===== config.mk =====
export PLATFORM = sky130hd
export DESIGN_NAME = sspc_drain
export DESIGN_NICKNAME = d
export VERILOG_FILES = /design/src/sspc_pkg.sv /design/src/sspc_drain.sv
export SDC_FILE = /design/constraint.sdc
export NUM_CORES = 1
export LEC_CHECK = 0
export BUFFER_PORTS_ARGS = -buffer_cell sky130_fd_sc_hd__buf_2
export CAP_MARGIN = 20
export CORE_ASPECT_RATIO = 2
export CORE_UTILIZATION = 30
export DETAILED_ROUTE_END_ITERATION = 10
export GPL_TIMING_DRIVEN = 0
export PLACE_DENSITY = 0.49
export SETUP_SLACK_MARGIN = 0.15
export SYNTH_ARGS = -nofsm -noshare
export SYNTH_HDL_FRONTEND = slang
export SYNTH_SLANG_ARGS = --single-unit

===== constraint.sdc =====
create_clock -name clock -period 1.7 [get_ports clock]
set_input_delay 0 -clock clock [delete_from_list [all_inputs] [get_ports clock]]
set_output_delay 0 -clock clock [all_outputs]
set_load 0.05 [all_outputs]

===== src/sspc_pkg.sv =====
// shared types and constants for the servo status packet checker
package sspc_pkg;

   localparam int BUFFER_BYTES  = 32;
   localparam int IDX_W         = $clog2(BUFFER_BYTES);
   localparam int CNT_W         = $clog2(BUFFER_BYTES + 1);
   localparam int PC_W          = 5;
   localparam int HDR_BYTE      = 8'hFF;
   localparam int MIN_FRAME     = 6;
   localparam int LEN_EXTRA     = 4;
   localparam int LEN_BIAS      = 2;
   localparam int SUM_START     = 2;
   localparam int HDR0_IDX      = 0;
   localparam int HDR1_IDX      = 1;
   localparam int ID_IDX        = 2;
   localparam int LEN_IDX       = 3;
   localparam int ERR_IDX       = 4;
   localparam int PAYLOAD_START = 5;
   localparam int ID_RESET      = 1;

   typedef enum logic [2:0] {
      ST_OK       = 3'd0,
      ST_SHORT    = 3'd1,
      ST_HEADER   = 3'd2,
      ST_ID       = 3'd3,
      ST_LENGTH   = 3'd4,
      ST_CHECKSUM = 3'd5
   } status_type;

   typedef enum logic {
      DR_IDLE,
      DR_RUN
   } drain_state_type;

   typedef struct packed {
      logic [7:0] rx_byte;
      logic       frame_end;
   } req_type;

   typedef struct packed {
      status_type       status;
      logic [7:0]       servo_error;
      logic [7:0]       payload_byte;
      logic             payload_valid;
      logic [PC_W-1:0]  payload_count;
      logic             last;
   } rsp_type;

   typedef struct packed {
      logic             fire;
      status_type       status;
      logic [7:0]       servo_error;
      logic [PC_W-1:0]  payload_count;
   } verdict_type;

   typedef struct packed {
      logic busy;
      logic slot_full;
   } drain_status_type;

endpackage


===== src/sspc_drain.sv =====
// result register and payload read-out sequencer
module sspc_drain import sspc_pkg::*; (
   input  logic             clock,
   input  logic             reset,
   input  verdict_type      verdict,
   input  logic [7:0]       rd_data,
   output logic             rd_en,
   output logic [IDX_W-1:0] rd_addr,
   output logic             rsp_valid,
   input  logic             rsp_stall,
   output rsp_type          rsp_data,
   output drain_status_type drain_status
);

   drain_state_type  state_ff, state_in;
   logic             out_valid_ff;
   rsp_type          out_data_ff;
   logic             pend_ff, pend_last_ff;
   logic [IDX_W-1:0] addr_ff;
   logic [PC_W-1:0]  left_ff, cnt_ff;
   logic [7:0]       err_ff;

   logic             taken, slot_free, start_run, issue;

   assign taken     = out_valid_ff && !rsp_stall;
   assign slot_free = !out_valid_ff || taken;
   assign start_run = verdict.fire && verdict.status == ST_OK && verdict.payload_count != '0;

   always_comb begin
      state_in = state_ff;
      unique case (state_ff)
         DR_IDLE: begin
            if (start_run) begin
               state_in = DR_RUN;
            end
         end
         DR_RUN: begin
            if (left_ff == '0 && !pend_ff) begin
               state_in = DR_IDLE;
            end
         end
         default: state_in = DR_IDLE;
      endcase
   end

   always_comb begin
      issue                  = 1'b0;
      drain_status.busy      = 1'b0;
      drain_status.slot_full = out_valid_ff;
      unique case (state_ff)
         DR_IDLE: begin
            issue             = 1'b0;
            drain_status.busy = 1'b0;
         end
         DR_RUN: begin
            issue             = !pend_ff && left_ff != '0 && slot_free;
            drain_status.busy = 1'b1;
         end
         default: begin
            issue             = 1'b0;
            drain_status.busy = 1'b0;
         end
      endcase
   end

   assign rd_en   = issue;
   assign rd_addr = addr_ff;

   always_ff @(posedge clock) begin
      if (reset) begin
         state_ff     <= DR_IDLE;
         out_valid_ff <= 1'b0;
         pend_ff      <= 1'b0;
      end else begin
         state_ff <= state_in;
         pend_ff  <= issue;
         if (verdict.fire && !start_run) begin
            out_valid_ff <= 1'b1;
         end else if (pend_ff) begin
            out_valid_ff <= 1'b1;
         end else if (taken) begin
            out_valid_ff <= 1'b0;
         end
      end
   end

   always_ff @(posedge clock) begin
      if (start_run) begin
         addr_ff <= IDX_W'(PAYLOAD_START);
         left_ff <= verdict.payload_count;
         cnt_ff  <= verdict.payload_count;
         err_ff  <= verdict.servo_error;
      end else if (issue) begin
         addr_ff <= IDX_W'(addr_ff + 1'b1);
         left_ff <= PC_W'(left_ff - 1'b1);
      end
      if (issue) begin
         pend_last_ff <= left_ff == PC_W'(1);
      end
   end

   always_ff @(posedge clock) begin
      if (verdict.fire && !start_run) begin
         out_data_ff.status        <= verdict.status;
         out_data_ff.servo_error   <= verdict.servo_error;
         out_data_ff.payload_byte  <= 8'd0;
         out_data_ff.payload_valid <= 1'b0;
         out_data_ff.payload_count <= '0;
         out_data_ff.last          <= 1'b1;
      end else if (pend_ff) begin
         out_data_ff.status        <= ST_OK;
         out_data_ff.servo_error   <= err_ff;
         out_data_ff.payload_byte  <= rd_data;
         out_data_ff.payload_valid <= 1'b1;
         out_data_ff.payload_count <= cnt_ff;
         out_data_ff.last          <= pend_last_ff;
      end
   end

   assign rsp_valid = out_valid_ff;
   assign rsp_data  = out_data_ff;

endmodule


==> results.cfg <==
[finish]
fill_cells = 732
flow.area_growth_from_synthesis_pct = 43.5
insertedDiodeCount = 0
finalCoreUtilization_pct = 44.2
post-route-cell-area_um2 = 3040
final_stage_net_count = 305
fraction_of_final_layout_cells_sized_beyond_drive_strength_1_pct = 38.5

[setup_path]
cp-startpoint = left_ff[0]
crit_required_ns = 1.70
worst-r2r-setup-slack_ns = -0.07
path_depth = 6
timing.critical_path.buf_inv = 3
reg2reg_from = left_ff[0]
crit_path_end_kind = output pin
crit_slowest_cell = sky130_fd_sc_hd__or4b_4
arrival_time_of_the_worst_setup_path_ns = 1.80
critical_path.top_delay_family = simple AND/OR/NAND/NOR gates
timing.critical_path.to = rd_en
timing.critical_path.cells = inv_2, ha_4, or4b_4, nand3_4, clkinvlp_4, buf_8
cpPeakStageDelay_ns = 0.49
timing.critical_path.fanout_max = 3
worst_setup_path_start_kind = register
worstRegToRegCells = 7
critPathKind = reg2out
worst_r2r_endpoint = left_ff[0]

[timing]
timing.hold.ws_ns = 0.0223
maxSlewViolCount = 0
fin_ws_ns = -0.100
fmaxAchievable_mhz = 556
slew_headroom_pct = 67.1
min_period_over_period_pct = 106
setup_viol = 11
min_period_ns = 1.80
clock-skew-final_ns = 0.00658
final_hold_violation_count = 0
fin_tns_setup_ns = -0.557
rsz0062_at_grt = yes
worst-slew-pin-transition_ns = 0.490

[die]
core_box_area_um2 = 6890
site_row_count = 43
fp.dieArea_um2 = 7430
floorplan.initialDensity_pct = 30.8
floorplan.die.height_um = 121
io_pins = 63
die_x_um = 61.5

[placement]
post-dp-hpwl_um = 3400
dpl-instance-area_um2 = 2560
gpl.final_weighted_congestion = 0.748
io_buffers = 62

[route]
remaining_drc_errors = 0
dr.first_iter.drc_count = 39
postRouteAntennaNets = 0
post_drt_via_cell_ratio = 4.46
totalWireLength_um = 4780
via_count = 1627
drt_first_pass_iters = 6
post_drt_wl_per_cell_um = 13.1

[synth]
synthesis.area_um2 = 2120
ys_types = 33
netlist_instances = 174
yosys_warnings = 0
synth_area_per_cell_um2 = 12.2
synth.yosys.seq_area_share_pct = 64.2
yosys_register_bits = 53
mappedNetlistNets = 205

[clocking]
cts.htree.levels = 2
ctsLongestPathBuffers = 2
cts_buf_count = 5
clock_insertion_delay_worst_skew_ns = 0.29
cts_root_buffer = sky130_fd_sc_hd__clkbuf_16
clock_slew_at_reported_path_ffs_ns = 0.06
clk_sinks = 53
cts_tree = done

[global_route]
grt_first_pass_wirelength_um = 7160
maximum_number_of_pins_on_one_net_before_global_route_repair = 18
grt_remaining_overflow = 0
gr-usage-all-layers_pct = 13.7
grt_antenna_before_repair = 0
grt_pass1_vias = 1544

[power_and_ir_drop]
static-leakage-power_nw = 1.24
irDropWorstVdd_mv = 0.803
total_power_mw = 3.10
pwr_density_cell_nw_per_um2 = 1020

[flow_run]
max_cap_violation_count = 0

[outcome]
run_status = finished with violations
violations = negative setup slack

[hold_path]
hold_path.class = in2reg
holdPathStages = 2
## worst min-delay path by stage
stage / from / end / slack, ns
after floorplan: reset / rsp_valid / 0.07
after global placement: verdict[7] / err_ff[2] / 0.20
after detailed placement: verdict[7] / err_ff[2] / 0.20
after CTS: verdict[14] / rsp_data[24] / 0.02
after global routing: verdict[14] / rsp_data[24] / 0.02
final: verdict[14] / rsp_data[24] / 0.02
## power breakdown
part	total [mW]	internal, mW	switching (mW)
Sequential	1.51	1.45	0.0611
Clock	0.981	0.541	0.440
Combinational	0.613	0.199	0.414
Total	3.10	2.19	0.915
## cells in the final DEF, fill, tap and decap left out, drive strengths merged, types with 6 or more instances in the layout
cell / netlist / layout
edfxtp: 30 / 30
nand2: 15 / 15
mux2i: 15 / 15
clkbuf: 2 / 6
nand3: 10 / 10
nor2: 25 / 25
o21ai: 10 / 10
buf: 7 / 79
dlygate4sd3: 0 / 22
a21oi: 8 / 8
dfxtp: 23 / 23
## cell type report
| type | instances | area [um^2] | share of cell area [%] |
|---|---|---|---|
| sequential | 53 | 1360 | 44.7 |
| buffer | 9 | 58.8 | 1.93 |
| multi-input combinational | 108 | 723 | 23.8 |
| clock buffer | 5 | 125 | 4.11 |
| inverter | 4 | 22.5 | 0.740 |
| clock inverter | 3 | 16.3 | 0.534 |
| tap | 90 | 113 | 3.70 |
| timing repair buffer | 93 | 624 | 20.5 |
## per-layer routing
metal / global-route usage (%) / part of all wire [%]
met2: 26.2 / 59
met1: 12.5 / 36
met4: 6.53 / 1.9
met5: 0 / 0
met3: 3.20 / 3.2
## logic make-up after synthesis
| group | after synthesis | share of synthesized area, % |
|---|---|---|
| compound gates | 21 | 7.25 |
| xor+xnor | 5 | 2.06 |
| fa+ha+maj | 3 | 1.77 |
| buf+inv | 13 | 3.42 |
| flops | 53 | 64.2 |
| mux | 15 | 7.08 |
| simple gates | 64 | 14.3 |
## what timing repair did
| item | 4_1_cts | 5_1_grt |
|---|---|---|
| pin swaps | 1 | 0 |
| gates resized for setup | 11 | 2 |
| endpoints found under the setup margin | 35 | 39 |
| buffers inserted | 8 | 1 |
| endpoints found under the hold margin | 24 | 0 |
| hold buffers | 22 | 0 |
## registers in the layout, summed over array words and instances (netlist names)
signal,cells
rsp_data,26
pend_last_ff,1
pend_ff,1
state_ff,1
rsp_valid,1
rd_addr,5
err_ff,8
left_ff,5
cnt_ff,5
## synthesized netlist by cell type
cell type | n | area (um^2)
sky130_fd_sc_hd__edfxtp_1 | 30 | 901
sky130_fd_sc_hd__nor2_1 | 25 | 93.8
sky130_fd_sc_hd__dfxtp_1 | 23 | 460
sky130_fd_sc_hd__mux2i_1 | 15 | 150
sky130_fd_sc_hd__nand2_1 | 15 | 56.3
sky130_fd_sc_hd__nand3_1 | 10 | 50.1
sky130_fd_sc_hd__a21oi_1 | 7 | 35.0
sky130_fd_sc_hd__o21ai_2 | 6 | 52.6
sky130_fd_sc_hd__buf_4 | 4 | 30.0
sky130_fd_sc_hd__inv_1 | 4 | 15.0
sky130_fd_sc_hd__and2_1 | 3 | 18.8
sky130_fd_sc_hd__ha_1 | 3 | 37.5
sky130_fd_sc_hd__o21ai_0 | 3 | 15.0
sky130_fd_sc_hd__xor2_1 | 3 | 26.3
sky130_fd_sc_hd__clkbuf_1 | 2 | 7.51
sky130_fd_sc_hd__nand4_1 | 2 | 12.5
sky130_fd_sc_hd__nor3_1 | 2 | 10.0
sky130_fd_sc_hd__xnor2_1 | 2 | 17.5
sky130_fd_sc_hd__a21oi_2 | 1 | 8.76
sky130_fd_sc_hd__a31oi_1 | 1 | 6.26
sky130_fd_sc_hd__and2_4 | 1 | 8.76
sky130_fd_sc_hd__and3_1 | 1 | 6.26
sky130_fd_sc_hd__buf_1 | 1 | 3.75
sky130_fd_sc_hd__buf_2 | 1 | 5.00
sky130_fd_sc_hd__buf_6 | 1 | 11.3
sky130_fd_sc_hd__nand2b_1 | 1 | 6.26
sky130_fd_sc_hd__nor4b_1 | 1 | 8.76
sky130_fd_sc_hd__o211ai_2 | 1 | 12.5
sky130_fd_sc_hd__o21a_1 | 1 | 7.51
sky130_fd_sc_hd__o21ai_4 | 1 | 16.3
sky130_fd_sc_hd__or3_1 | 1 | 6.26
sky130_fd_sc_hd__or4_4 | 1 | 11.3
sky130_fd_sc_hd__or4b_4 | 1 | 13.8
## stage by stage
stage          setup slack, ns  cells
2_1_floorplan           -0.181    174
3_3_place_gp            -0.277    326
3_5_place_dp            -0.264    326
4_1_cts                 -0.113    364
5_1_grt                 -0.172    365
6_report                -0.100    365
(Power assumes the default switching activity.)
